$ cat config.mk
export PLATFORM = sky130hd
export DESIGN_NAME = srd_ram
export DESIGN_NICKNAME = d
export VERILOG_FILES = /design/src/srd_ram.sv
export SDC_FILE = /design/constraint.sdc
export NUM_CORES = 1
export LEC_CHECK = 0
export BUFFER_PORTS_ARGS = -buffer_cell sky130_fd_sc_hd__buf_2
export CAP_MARGIN = 20
export CORE_ASPECT_RATIO = 0.9
export CORE_MARGIN = 2
export CORE_UTILIZATION = 40
export CTS_CLUSTER_DIAMETER = 80
export DETAILED_ROUTE_END_ITERATION = 7
export HOLD_SLACK_MARGIN = 0.12
export PLACE_DENSITY_LB_ADDON = 0.3
export SLEW_MARGIN = 15
export SYNTH_ARGS = -nofsm -noshare
export SYNTH_HDL_FRONTEND = slang
export SYNTH_SLANG_ARGS = --single-unit
export TNS_END_PERCENT = 1
$ cat constraint.sdc
create_clock -name clock -period 2.05 [get_ports clock]
set_input_delay 0.3075 -clock clock [delete_from_list [all_inputs] [get_ports clock]]
set_output_delay 0.3075 -clock clock [all_outputs]
set_load 0.005 [all_outputs]
$ cat src/srd_ram.sv
// ----------------------------------------------------------------------------
// srd_ram: generic single-write, single-read RAM
// One write port, one read port with registered read data.
// ----------------------------------------------------------------------------
module srd_ram #(
   parameter int WIDTH = 16,
   parameter int DEPTH = 32
) (
   input  logic                     clock,
   input  logic                     we,
   input  logic [$clog2(DEPTH)-1:0] waddr,
   input  logic [WIDTH-1:0]         wdata,
   input  logic [$clog2(DEPTH)-1:0] raddr,
   output logic [WIDTH-1:0]         rdata
);

   logic [WIDTH-1:0] mem_ff [DEPTH];
   logic [WIDTH-1:0] rdata_ff;

   always_ff @(posedge clock) begin
      if (we) begin
         mem_ff[waddr] <= wdata;
      end
      rdata_ff <= mem_ff[raddr];
   end

   assign rdata = rdata_ff;

endmodule

## Word-level counts from Yosys, hierarchy flattened

Memories as Yosys holds them, arrays and structs flattened. A register that Yosys moved wholly into a read port is not among the register bits.
Index checks and enable logic that the tools add are counted.

- Muxes and demuxes: 2

Operators with widths:

| kind | number |
|---|---|
| 1-bit two-way mux | 2 |

- Bits in registers: 0
- Logic and storage cells: 3
- Input bits: 28
- Memories: 1
- Output and inout port bits: 16
- Bits in writable memories: 512

Memory list:

| memory | words | width | rd ports | clocked after Yosys merged registers in | write ports | line | source |
|---|---|---|---|---|---|---|---|
| mem_ff | 32 | 16 | 1 | 1 | 1 | 17 | `logic [WIDTH-1:0] mem_ff [DEPTH];` |

## Longest topological paths before layout

- Word-level depth: 2
- Depth in mapped cells: 8
- Depth with buffers taken out: 5

## Worst setup path before layout

No wires, ideal clock.

- Path kind: input -> register
- Start point: input waddr[1]
- End point: memory mem_ff[12][0], enable pin
- Setup time: 0.388 ns
- Stages: 3
- Path buffers: 1
- Arrival time: 1.659 ns
- Data required time: 1.662 ns
- Slack: 0.002 ns
- Cell sequence: or3b_2 > clkbuf_1 > nor2_1

RTL lines:

| item | line | source |
|---|---|---|
| start, declared | 11 | `input logic [$clog2(DEPTH)-1:0] waddr,` |
| end, declared | 17 |  |

No word-level cell before the write port.

==> impl_metrics.json <==
{
  "outcome": "complete, no violations",
  "die_x_um": 243,
  "clock_tree.root_cell": "clkbuf_16",
  "diodes": 0,
  "cts_tree": "done",
  "ir_drop_mv": 0.613,
  "worstPathCellList": "mux2i_1, a22o_1, nor3_1, buf_4, a31oi_1, nand3_1",
  "syn_area_mm2": 0.0205,
  "critical_path.top_delay_family": "compound AO/OA/AOI/OAI gates",
  "nNetsFinal": 1294,
  "die_area_mm2": 0.0532,
  "cp.arrival_ps": 2050,
  "drt-wirelength-per-cell_um": 24.4,
  "regToRegSetupSlack_ps": 430,
  "holdPathStages": 4,
  "drt-total-wl_um": 48500,
  "cts_max_path_buffers": 3,
  "utilization_pct": 47.8,
  "r2r-end": "rdata[2]$_DFF_P_",
  "ys_seq_area_share_pct": 76.4,
  "fmax_ghz": 0.619,
  "die_h_um": 219,
  "ys.flop_type": "edfxtp_1",
  "clk_pin_slew_ps": 60,
  "syn-num-nets": 1171,
  "drc_errors": 0,
  "area_growth_pct": 17.7,
  "port_buffers": 43,
  "layout-drive-gt1-share_pct": 17.9,
  "num_rows": 78,
  "critPathCaptureType": "flip-flop",
  "post_cts_buffers": 0,
  "cp_num_buf_inv": 1,
  "required_ps": 2480,
  "via_per_inst": 5.41,
  "grt_first_pass_wirelength_um": 71300,
  "postRouteAntennaNets": 0,
  "fill_cells": 4267,
  "holdCritStartpoint": "raddr[4]",
  "powerDensity_mw_per_mm2": 949,
  "reg2regPathDepth": 6,
  "fin_cells": 1987,
  "place_inst": 1893,
  "cts_resized": 0,
  "syn_inst": 1143,
  "numCtsBuffers": 51,
  "min_period_ps": 1620,
  "cap_violations": 0,
  "fin_area_mm2": 0.0242,
  "whs_endpoint": "rdata[13]$_DFF_P_",
  "clkLatencyLatePin_ps": 580,
  "worstHoldPathType": "in -> reg",
  "synthArstFlopShare_pct": 0,
  "start_util_pct": 40.6,
  "worstReg2RegStart": "mem_ff[7][2]$_DFFE_PP_",
  "setup_slack_ps": 434,
  "hold_buffers": 0,
  "skew_ps": 18.8,
  "cp-start-kind": "flip-flop",
  "maxSlewViolCount": 0,
  "slowest_stage": "edfxtp_1",
  "fin_tns_setup_ps": 0,
  "critPathMaxFanout": 1,
  "p_leak_nw": 8.49,
  "place_ws_ps": 52.3,
  "grt_max_degree": 39,
  "dpl.hpwl_um": 29000,
  "drt_pass1_iterations": 7,
  "power_mw": 22.9,
  "setup-violations-final": 0,
  "synth_seq_cells": 528,
  "yosysWarnings": 0,
  "avgSynthCellArea_um2": 18.0,
  "grt.overflow.total": 0,
  "synth_edf_count": 512,
  "io_pins": 44,
  "gp_congestion": 0.768,
  "drt-initial-drc-count": 904,
  "slew_headroom_pct": 50.0,
  "rsz0062_at_grt": "no",
  "cts_sinks": 528,
  "core_mm2": 0.0506,
  "grt_usage_pct": 18.3,
  "period_share_pct": 78.8,
  "worstMarginPinSlew_ps": 751,
  "place_area_mm2": 0.0224,
  "vias": 10800,
  "worstSetupPathType": "reg -> reg",
  "h-tree-depth": 2,
  "antenna_found_initial": 0,
  "hold_viol": 0,
  "grt_pass1_vias": 10600,
  "whs_ps": 252,
  "yosysUniqueCellTypes": 26,
  "cpPeakStageDelay_ps": 360
}
-- synthesized netlist by cell type, types with 2 or more instances --
master / instances / share of area, %
or3b_2: 3 / 0.13
a21oi_1: 32 / 0.78
nor2b_1: 2 / 0.061
edfxtp_1: 512 / 75
buf_12: 5 / 0.49
buf_8: 6 / 0.44
nor3_1: 16 / 0.39
nand3_1: 34 / 0.83
buf_6: 6 / 0.33
dfxtp_1: 16 / 1.6
clkbuf_1: 12 / 0.22
a31oi_1: 16 / 0.49
nand2_1: 33 / 0.60
a22oi_1: 64 / 2.3
nand3b_1: 5 / 0.18
a22o_1: 32 / 1.4
mux2i_1: 256 / 12
nand4_1: 16 / 0.49
nor2_1: 33 / 0.60
nand2b_1: 2 / 0.061
buf_2: 19 / 0.46
buf_4: 19 / 0.69
-- cells in the final DEF (no fill, tap or decap), drive strengths merged, types with 20 or more instances in the layout --
cell    instances
nand3          34
clkbuf         68
buf           137
a22oi          64
a21oi          32
nand2          33
mux2i         256
edfxtp        512
a22o           32
clkinv         20
nor2           34
-- worst reg2reg max path, cell delays in order (launching register included) --
cell      delay [ps]
edfxtp_1         360
mux2i_1          320
a22o_1           210
nor3_1            50
buf_4            140
a31oi_1          290
nand3_1          110
-- worst max path at each step --
| stage | cells after the start | start | to | slack, ps |
|---|---|---|---|---|
| global route | 6 | mem_ff[7][2]$_DFFE_PP_ | rdata[2]$_DFF_P_ | 280 |
| finish | 6 | mem_ff[7][2]$_DFFE_PP_ | rdata[2]$_DFF_P_ | 430 |
| global placement | 8 | raddr[2] | rdata[7]$_DFF_P_ | 90 |
| CTS | 6 | mem_ff[1][7]$_DFFE_PP_ | rdata[7]$_DFF_P_ | 400 |
| floorplan | 3 | waddr[1] | mem_ff[12][0]$_DFFE_PP_ | 2 |
| detailed placement | 8 | raddr[1] | rdata[7]$_DFF_P_ | 50 |
-- per-layer routing --
layer	wire (um)	share of wire [%]	vias to the layer above	track usage (%)
met1	22800	47	5545	27.3
met3	2970	6.1	57	2.76
met2	22000	45	341	28.4
met5	0	0	-	0
met4	815	1.7	0	4.05
li1	-	-	4810	-
-- report_power, final --
part / internal, mW / switching (mW) / total (mW) / leakage (nW)
combinational: 0.477 / 0.791 / 1.27 / 2.87
sequential: 12.0 / 0.0611 / 12.1 / 4.75
clock: 5.68 / 3.91 / 9.59 / 0.866
-- cells by family (layout without fill, tap and decap cells) --
family / count (synthesis) / after routing / synth area share [%]
AND/OR/NAND/NOR: 148 / 148 / 3.49
buffers and inverters: 67 / 231 / 2.63
multiplexers: 256 / 256 / 12.5
AO/OA/AOI/OAI: 144 / 144 / 4.97
flip-flops: 528 / 528 / 76.4
-- final cells by class --
type / count / area, um2 / share of cell area (%)
repair buffers: 137 / 1540 / 6.39
well taps: 680 / 851 / 3.52
clock inverters: 26 / 297 / 1.23
clock buffers: 68 / 1440 / 5.96
multi-input cells: 548 / 4340 / 17.9
flip-flops and latches: 528 / 15700 / 65.0
-- registers in the layout (all words and copies together) (netlist names) --
signal and cells:
mem_ff 512, rdata 16
Power figures use the tool's default switching activity.
