[config.mk]
export PLATFORM = sky130hd
export DESIGN_NAME = srd_lane
export DESIGN_NICKNAME = d
export VERILOG_FILES = /design/src/srd_pkg.sv /design/src/srd_lane.sv
export SDC_FILE = /design/constraint.sdc
export NUM_CORES = 2
export LEC_CHECK = 0
export BUFFER_PORTS_ARGS = -buffer_cell sky130_fd_sc_hd__buf_2
export CAP_MARGIN = 20
export CORE_MARGIN = 10
export CORE_UTILIZATION = 55
export DETAILED_ROUTE_END_ITERATION = 7
export MAX_ROUTING_LAYER = met4
export PLACE_DENSITY = 0.78
export SYNTH_ARGS = -nofsm -noshare
export SYNTH_HDL_FRONTEND = slang
export SYNTH_SLANG_ARGS = --single-unit
[constraint.sdc]
create_clock -name clock -period 16.2 [get_ports clock]
set_clock_uncertainty 0.05 [all_clocks]
set_input_delay 1.62 -clock clock [delete_from_list [all_inputs] [get_ports clock]]
set_output_delay 1.62 -clock clock [all_outputs]
set_load 0.01 [all_outputs]
[src/srd_pkg.sv]
// ----------------------------------------------------------------------------
// srd_pkg: shared types and constants for the radial dead zone block
// Register codes, axis codes, fixed-point constants and the lane status struct.
// ----------------------------------------------------------------------------
package srd_pkg;

   localparam int PAD_SLOTS_DEFAULT = 8;

   localparam logic [14:0] Q_ONE      = 15'd32767;
   localparam logic [14:0] DZ_MAX     = 15'd32766;
   localparam logic [14:0] DZ_RESET   = 15'd4915;
   localparam logic [16:0] MOVE_STEP  = 17'd66;

   // register index (paddr[2])
   localparam logic REG_DEAD_ZONE = 1'b0;
   localparam logic REG_SIDEWAYS  = 1'b1;

   // pad styles
   localparam logic [1:0] STYLE_FULL  = 2'd0;
   localparam logic [1:0] STYLE_LEFT  = 2'd1;
   localparam logic [1:0] STYLE_RIGHT = 2'd2;

   // axis codes
   localparam logic [1:0] AXIS_LX = 2'd0;
   localparam logic [1:0] AXIS_LY = 2'd1;
   localparam logic [1:0] AXIS_RX = 2'd2;
   localparam logic [1:0] AXIS_RY = 2'd3;

   typedef struct packed {
      logic               done;
      logic signed [15:0] value;
   } lane_out_type;

endpackage

[src/srd_lane.sv]
// ----------------------------------------------------------------------------
// srd_lane: one axis of the radial dead zone
// Squares, bit-serial square root, rescale products and a restoring divider.
// ----------------------------------------------------------------------------
module srd_lane (
   input  logic                 clock,
   input  logic                 reset,
   input  logic                 start,
   input  logic signed [16:0]   a,
   input  logic signed [16:0]   b,
   input  logic [14:0]          dz,
   output srd_pkg::lane_out_type status
);

   typedef enum logic [7:0] {
      L_IDLE = 8'b0000_0001,
      L_SQ   = 8'b0000_0010,
      L_SUM  = 8'b0000_0100,
      L_ROOT = 8'b0000_1000,
      L_MUL  = 8'b0001_0000,
      L_NUM  = 8'b0010_0000,
      L_SAT  = 8'b0100_0000,
      L_DIV  = 8'b1000_0000
   } lane_state_type;

   lane_state_type     state_ff, state_in;
   logic               done_ff, done_in;
   logic [16:0]        ua_ff, ua_in;
   logic [16:0]        ub_ff, ub_in;
   logic               neg_ff, neg_in;
   logic [14:0]        dz_ff, dz_in;
   logic [30:0]        sqa_ff, sqa_in;
   logic [30:0]        sqb_ff, sqb_in;
   logic [29:0]        dz2_ff, dz2_in;
   logic [31:0]        rem_ff, rem_in;
   logic [31:0]        root_ff, root_in;
   logic [3:0]         it_ff, it_in;
   logic [15:0]        m_ff, m_in;
   logic [32:0]        p1_ff, p1_in;
   logic [30:0]        den_ff, den_in;
   logic [47:0]        n_ff, n_in;
   logic [14:0]        q_ff, q_in;
   logic signed [15:0] value_ff, value_in;

   logic [33:0] prod_a, prod_b;
   logic [29:0] prod_dz;
   logic [31:0] sum_s;
   logic [31:0] root_bit;
   logic [32:0] root_trial;
   logic [31:0] root_next;
   logic [15:0] m_diff;
   logic [32:0] prod_p1;
   logic [30:0] prod_den;
   logic [47:0] den_shift;

   assign prod_a     = 34'(ua_ff) * 34'(ua_ff);
   assign prod_b     = 34'(ub_ff) * 34'(ub_ff);
   assign prod_dz    = 30'(dz_ff) * 30'(dz_ff);
   assign sum_s      = {1'b0, sqa_ff} + {1'b0, sqb_ff};
   assign root_bit   = 32'd1 << {it_ff, 1'b0};
   assign root_trial = {1'b0, root_ff} + {1'b0, root_bit};
   assign root_next  = ({1'b0, rem_ff} >= root_trial) ? ((root_ff >> 1) + root_bit)
                                                       : (root_ff >> 1);
   assign m_diff     = m_ff - {1'b0, dz_ff};
   assign prod_p1    = 33'(ua_ff) * 33'(m_diff);
   assign prod_den   = 31'(m_ff) * 31'(srd_pkg::Q_ONE - dz_ff);
   assign den_shift  = {17'd0, den_ff} << it_ff;

   always_comb begin
      state_in = state_ff;
      done_in  = done_ff;
      ua_in    = ua_ff;
      ub_in    = ub_ff;
      neg_in   = neg_ff;
      dz_in    = dz_ff;
      sqa_in   = sqa_ff;
      sqb_in   = sqb_ff;
      dz2_in   = dz2_ff;
      rem_in   = rem_ff;
      root_in  = root_ff;
      it_in    = it_ff;
      m_in     = m_ff;
      p1_in    = p1_ff;
      den_in   = den_ff;
      n_in     = n_ff;
      q_in     = q_ff;
      value_in = value_ff;

      case (state_ff)
         L_IDLE: begin
            if (start) begin
               ua_in    = a[16] ? 17'(-a) : 17'(a);
               ub_in    = b[16] ? 17'(-b) : 17'(b);
               neg_in   = a[16];
               dz_in    = dz;
               done_in  = 1'b0;
               state_in = L_SQ;
            end
         end
         L_SQ: begin
            sqa_in   = prod_a[30:0];
            sqb_in   = prod_b[30:0];
            dz2_in   = prod_dz;
            state_in = L_SUM;
         end
         L_SUM: begin
            if (sum_s < {2'b0, dz2_ff}) begin
               value_in = '0;
               done_in  = 1'b1;
               state_in = L_IDLE;
            end else begin
               rem_in   = sum_s;
               root_in  = '0;
               it_in    = 4'd15;
               state_in = L_ROOT;
            end
         end
         L_ROOT: begin
            // one result bit per cycle
            if ({1'b0, rem_ff} >= root_trial) begin
               rem_in = rem_ff - root_trial[31:0];
            end
            root_in = root_next;
            it_in   = it_ff - 4'd1;
            if (it_ff == 4'd0) begin
               m_in = root_next[15:0];
               if (root_next == '0) begin
                  value_in = '0;
                  done_in  = 1'b1;
                  state_in = L_IDLE;
               end else begin
                  state_in = L_MUL;
               end
            end
         end
         L_MUL: begin
            p1_in    = prod_p1;
            den_in   = prod_den;
            state_in = L_NUM;
         end
         L_NUM: begin
            // p1 * 32767 plus half the divisor for rounding
            n_in     = {p1_ff, 15'd0} - {15'd0, p1_ff} + {18'd0, den_ff[30:1]};
            state_in = L_SAT;
         end
         L_SAT: begin
            if (n_ff >= {2'b0, den_ff, 15'd0}) begin
               value_in = neg_ff ? -16'sd32767 : 16'sd32767;
               done_in  = 1'b1;
               state_in = L_IDLE;
            end else begin
               q_in     = '0;
               it_in    = 4'd14;
               state_in = L_DIV;
            end
         end
         L_DIV: begin
            if (n_ff >= den_shift) begin
               n_in         = n_ff - den_shift;
               q_in[it_ff]  = 1'b1;
            end
            it_in = it_ff - 4'd1;
            if (it_ff == 4'd0) begin
               value_in = neg_ff ? -$signed({1'b0, q_in}) : $signed({1'b0, q_in});
               done_in  = 1'b1;
               state_in = L_IDLE;
            end
         end
         default: begin
            state_in = L_IDLE;
         end
      endcase
   end

   always_ff @(posedge clock) begin
      if (reset) begin
         state_ff <= L_IDLE;
         done_ff  <= 1'b0;
      end else begin
         state_ff <= state_in;
         done_ff  <= done_in;
      end
      ua_ff    <= ua_in;
      ub_ff    <= ub_in;
      neg_ff   <= neg_in;
      dz_ff    <= dz_in;
      sqa_ff   <= sqa_in;
      sqb_ff   <= sqb_in;
      dz2_ff   <= dz2_in;
      rem_ff   <= rem_in;
      root_ff  <= root_in;
      it_ff    <= it_in;
      m_ff     <= m_in;
      p1_ff    <= p1_in;
      den_ff   <= den_in;
      n_ff     <= n_in;
      q_ff     <= q_in;
      value_ff <= value_in;
   end

   assign status.done  = done_ff;
   assign status.value = value_ff;

endmodule

# [Word level (Yosys, flattened, before mapping)]
# Cells that the tools add are included.
[totals] register_bits=378 latchBits=0 ram_bits=0 rom_bits=0 in_bits=52 out_inout_bits=17 wordCells=126 memories=0
[op_classes] addsub=13 multipliers=5 div=0 n_lt_le_gt_ge=6 eq_ne=18 shifts=2 mux=41 bitwise=1 reduce_logical=20
[op_table] operator="$mux W16" n=9
[op_table] operator="$mux W32" n=4
[op_table] operator="$pmux W32 S2" n=2
[op_table] operator="$pmux W48 S2" n=1
[op_table] operator="$pmux W16 S4" n=1
[op_table] operator="$pmux W8 S8" n=1
[op_table] operator="$mul A17 B17 Y31" n=2
[op_table] operator="$add A48 B30 Y48" n=1
[op_table] operator="$ge A48 B46 Y1" n=1
[op_table] operator="$ge A48 B48 Y1" n=1
[op_table] operator="$mux W48" n=1
[op_table] operator="$shl A31 B4 Y48" n=1
[op_table] operator="$sub A48 B33 Y48" n=1
[op_table] operator="$sub A48 B48 Y48" n=1
[op_table] operator="$mux W15" n=3
[op_table] operator="$neg A17 Y17" n=2
[op_table] operator="$add A32 B32 Y33" n=1
[op_table] operator="$ge A32 B33 Y1" n=1
[op_table] operator="$mul A17 B16 Y33" n=1
[op_table] operator="$add A31 B31 Y32" n=1
[op_table] operator="$add A31 B32 Y32" n=1
[op_table] operator="$logic_not A32 Y1" n=1
[op_table] operator="$lt A32 B30 Y1" n=1
[op_table] operator="$mux W8" n=4
[op_table] operator="other kinds (38)" n=63

# [Depth between registers and ports, before layout]
[logic_depth] ltp_word=11 depth_mapped=40 depth_no_buf=38

# [Least setup slack after synthesis]
# OpenSTA, ideal clock, no wires.
[synth_path] path_type="register to register" startpoint="register it_ff[0]" endpoint="register rem_ff[0], enable pin" setup_ns=0.466 t_arrival_ns=8.620 required_ns=15.684 path_slack_ns=7.065 path_stages_with_launch=32 n_path_buf=7 period_less_slack_ns=9.135 path_cell_list="edfxtp_1 -> clkbuf_1 -> clkbuf_1 -> clkbuf_1 -> inv_1 -> ha_1 -> clkbuf_1 -> and2_1 -> ha_1 -> a31oi_1 -> o21bai_1 -> a31oi_1 -> o21bai_1 -> a31oi_1 -> o21ai_0 -> a21oi_1 -> a211oi_1 -> a31o_2 -> a31oi_1 -> xor2_1 -> ha_1 -> nand2_1 -> nor3_1 -> a31oi_1 -> nand2_1 -> o211ai_2 -> a22oi_2 -> buf_6 -> nand2_1 -> buf_2 -> buf_1 -> o21ai_0"
[synth_between] elab_chain_cells=5
[synth_lines] item="start, declared" line="srd_lane.sv:37" rtl="logic [3:0] it_ff, it_in;"
[synth_lines] item="start signal, assigned" line="srd_lane.sv:192" rtl="it_ff <= it_in;"
[synth_lines] item="$shl A1 B5 Y32" line="srd_lane.sv:60" rtl="assign root_bit = 32'd1 << {it_ff, 1'b0};"
[synth_lines] item="$add A32 B32 Y33" line="srd_lane.sv:61" rtl="assign root_trial = {1'b0, root_ff} + {1'b0, root_bit};"
[synth_lines] item="$ge A32 B33 Y1" line="srd_lane.sv:120" rtl="if ({1'b0, rem_ff} >= root_trial) begin"
[synth_lines] item="$ne A2 B2 Y1 (no source line)"
[synth_lines] item="$reduce_and A3 Y1 (no source line)"
[synth_lines] item="end signal, assigned" line="srd_lane.sv:190" rtl="rem_ff <= rem_in;"
[synth_lines] item="end, declared" line="srd_lane.sv:35" rtl="logic [31:0] rem_ff, rem_in;"
# Every way passes these cells.
# A chain may end at the register's enable or synchronous reset.

# [Worst setup path in the final report]
[layout_path] startpoint="register dz_ff[1]" endpoint="register p1_ff[32], data pin"
[layout_between] elab_chain_cells=2
[layout_lines] item="start, declared" line="srd_lane.sv:31" rtl="logic [14:0] dz_ff, dz_in;"
[layout_lines] item="start signal, assigned" line="srd_lane.sv:186" rtl="dz_ff <= dz_in;"
[layout_lines] item="$sub A16 B15 Y16" line="srd_lane.sv:64" rtl="assign m_diff = m_ff - {1'b0, dz_ff};"
[layout_lines] item="$mul A17 B16 Y33" line="srd_lane.sv:65" rtl="assign prod_p1 = 33'(ua_ff) * 33'(m_diff);"
[layout_lines] item="named net prod_p1[32]" line="srd_lane.sv:52" rtl="logic [32:0] prod_p1;"
[layout_lines] item="end signal, assigned" line="srd_lane.sv:194" rtl="p1_ff <= p1_in;"
[layout_lines] item="end, declared" line="srd_lane.sv:39" rtl="logic [32:0] p1_ff, p1_in;"
# The timed path passes the listed nets, and every way through them passes these cells.

==> impl_metrics.json <==
{
  "outcome": "finished clean",
  "grt_max_degree": 86,
  "drive_gt1_frac": 0.04428,
  "viasPerCell": 5.783,
  "rr_startpoint": "dz_ff[1]$_DFFE_PP_",
  "cts_setup_buffers": 0,
  "critical_path.max_fanout": 17,
  "startpoint_type": "flip-flop",
  "min_period_over_period": 0.6802,
  "avgSynthCellArea_sq_um": 9.075,
  "setup_viol": 0,
  "cp.arrival_ns": 11.37,
  "cts_resized": 0,
  "yosys_warnings": 0,
  "setup_tns_ns": 0,
  "dp_cells": 8918,
  "synth_top_cells_by_count": "inv_1, fa_1, nand2_1, ha_1, nor2_1",
  "hold_viol_final": 0,
  "synthArstFlopShare": 0,
  "cp.buffers_inverters": 5,
  "hold_path_end": "done_ff$_SDFFE_PP0P_",
  "required_ns": 16.55,
  "cpPeakStageDelay_ns": 0.74,
  "port-buffer-count": 68,
  "synth_area_sq_um": 67320,
  "slew_headroom": 0.2288,
  "critPathTopFamily": "compound AO/OA/AOI/OAI gates",
  "slew_violations": 0,
  "min_from": "done_ff$_SDFFE_PP0P_",
  "pin_count": 69,
  "crit_type": "flip-flop to flip-flop",
  "synth_flop_cell": "edfxtp_1",
  "rsz0062_at_grt": "no",
  "ys_types": 98,
  "clk_path_buf_depth": 3,
  "drtIter0Drc": 4207,
  "fmax_mhz": 90.76,
  "die-width_um": 369.8,
  "cts_buffers": 50,
  "syn_inst": 7418,
  "drt_first_pass_iters": 8,
  "dieHeight_um": 369.8,
  "crit_path_top_delay_cell": "edfxtp_1",
  "setup_ws_ns": 5.181,
  "ant_nets": 0,
  "r2r-end": "p1_ff[32]$_DFFE_PP_",
  "r2r_slack_ns": 5.18,
  "dp.final_hpwl_um": 146000,
  "synthDominantCellAreaShare": 0.2763,
  "cap_violations": 0,
  "endpoint_kind": "flip-flop",
  "grt-ovfl-total": 0,
  "areaGrowthSynthToFinish_pct": 5.364,
  "post-route-cell-area_sq_um": 70930,
  "ys_seq_area_frac": 0.1659,
  "synth_edf_count": 366,
  "num_vias": 52108,
  "grt_pass1_wl_um": 294800,
  "ctsHtreeMaxLevel": 2,
  "initial_core_util": 0.5531,
  "dieArea_sq_um": 136800,
  "r2r_cells": 36,
  "cts_root_buf": "clkbuf_16",
  "synth-seq-cells": 375,
  "nets": 9114,
  "syn_nets": 9187,
  "grt_pass1_vias": 54480,
  "gr-usage-all-layers": 0.2781,
  "ctsHoldBuffers": 0,
  "drc": 0,
  "yosys.area.top_type": "fa_1",
  "period_minus_slack_ns": 11.02,
  "cts.sinks": 375,
  "postPlaceCellArea_sq_um": 69230,
  "grt_antenna_before_repair": 2,
  "cts_tree": "yes",
  "synth_area_leaders": "fa_1, edfxtp_1, ha_1",
  "worstSkewPairLatency_ns": 0.68,
  "worst_slew_pin_slew_ns": 1.156,
  "holdCritPathClass": "flip-flop to flip-flop",
  "gp_congestion": 0.9623,
  "path_clk_slew_ns": 0.06,
  "dpl_worst_slack_ns": 5.521,
  "fp.coreArea_sq_um": 121700,
  "routed_wl_um": 183400,
  "cpMostUsedCell": "fa_1",
  "instances_no_fill": 9011,
  "row_count": 128,
  "hold_depth": 2,
  "wl_per_cell_um": 20.35,
  "yosys.cell_count.top_type": "inv_1"
}
[stage by stage]
step | hold slack [ns] | util
2_1_floorplan | 0.3927 | -
3_3_place_gp | 0.4062 | 0.5686
3_5_place_dp | 0.4209 | 0.5688
4_1_cts | 0.4301 | 0.5827
5_1_grt | 0.4471 | 0.5827
6_report | 0.4286 | 0.5827
[registers in the layout (all words and copies together) (netlist names)]
register	flops
m_ff	16
it_ff	4
value_ff	16
ub_ff	17
ua_ff	17
sqa_ff	30
rem_ff	32
q_ff	15
dz2_ff	29
neg_ff	1
n_ff	48
p1_ff	33
root_ff	32
state_ff	8
dz_ff	15
den_ff	31
done_ff	1
sqb_ff	30
[placed cells by master, fill, tap and decap left out, types with 15 or more instances in the layout]
cell,count
inv_1,1411
fa_1,929
nand2_1,793
ha_1,788
nor2_1,424
edfxtp_1,366
a21oi_1,290
o21ai_0,256
xnor2_1,253
and2_1,160
nor2b_1,150
a21o_1,149
xor2_1,130
nand3_1,89
nor3_1,85
a31oi_1,70
buf_2,68
buf_4,67
nand2b_1,64
and3_1,60
o21a_1,52
clkbuf_16,50
nand4_1,47
o21bai_1,37
mux2i_1,36
a211oi_1,35
or3_1,29
o31ai_1,25
or2_2,24
nor4_1,23
o21ai_1,21
o22ai_1,20
mux2_2,20
o311ai_0,17
o211ai_1,15
nor4b_1,15
clkinv_1,15
[how the worst max path moves through the flow]
stage	start	endpoint	slack, ns	depth (start not counted)
after floorplan	it_ff[0]$_DFFE_PP_	rem_ff[0]$_DFFE_PP_	7.06	31
after global placement	dz_ff[1]$_DFFE_PP_	p1_ff[32]$_DFFE_PP_	5.82	37
after global routing	dz_ff[1]$_DFFE_PP_	p1_ff[32]$_DFFE_PP_	4.28	36
after CTS	dz_ff[1]$_DFFE_PP_	p1_ff[32]$_DFFE_PP_	5.49	36
final	dz_ff[1]$_DFFE_PP_	p1_ff[32]$_DFFE_PP_	5.18	36
after detailed placement	dz_ff[1]$_DFFE_PP_	p1_ff[32]$_DFFE_PP_	5.52	36
[cell type report]
| class | instances | area (sq um) |
|---|---|---|
| antenna | 2 | 5.005 |
| clock buffer | 54 | 1266 |
| clock inverter | 37 | 422.9 |
| fill | 10529 | 50790 |
| inverter | 1424 | 5346 |
| multi-input combinational | 5358 | 49810 |
| sequential | 375 | 11170 |
| tap | 1625 | 2033 |
| timing repair buffer | 136 | 870.8 |
[cells by family (layout without fill, tap and decap cells)]
kind of cell	count (synthesis)	in the layout	synth area share
and+or+nand+nor	2037	2037	0.1436
adders and majority gates	1717	1717	0.4227
buffers and inverters	1685	1651	0.09446
AOI/OAI and AO/OA	1151	1151	0.1104
xor gates and xnor gates	384	384	0.04996
DFF	375	375	0.1659
muxes	69	69	0.01288
other	0	2	0
[worst min-delay path, stage by stage, from the launching register on]
cell	delay [ns]
dfxtp_1	0.31
nand2_1	0.07
a21oi_2	0.05
[layer usage]
layer,global-route usage,vias to the layer above,share of wire
met1,0.3407,25625,0.40
met2,0.4459,2007,0.47
met5,-,-,0
li1,-,23974,-
met3,0.04282,502,0.075
met4,0.1405,0,0.063
Power is not shown: default switching activity piles up to over one toggle a cycle in this logic, so the estimate is an artifact.
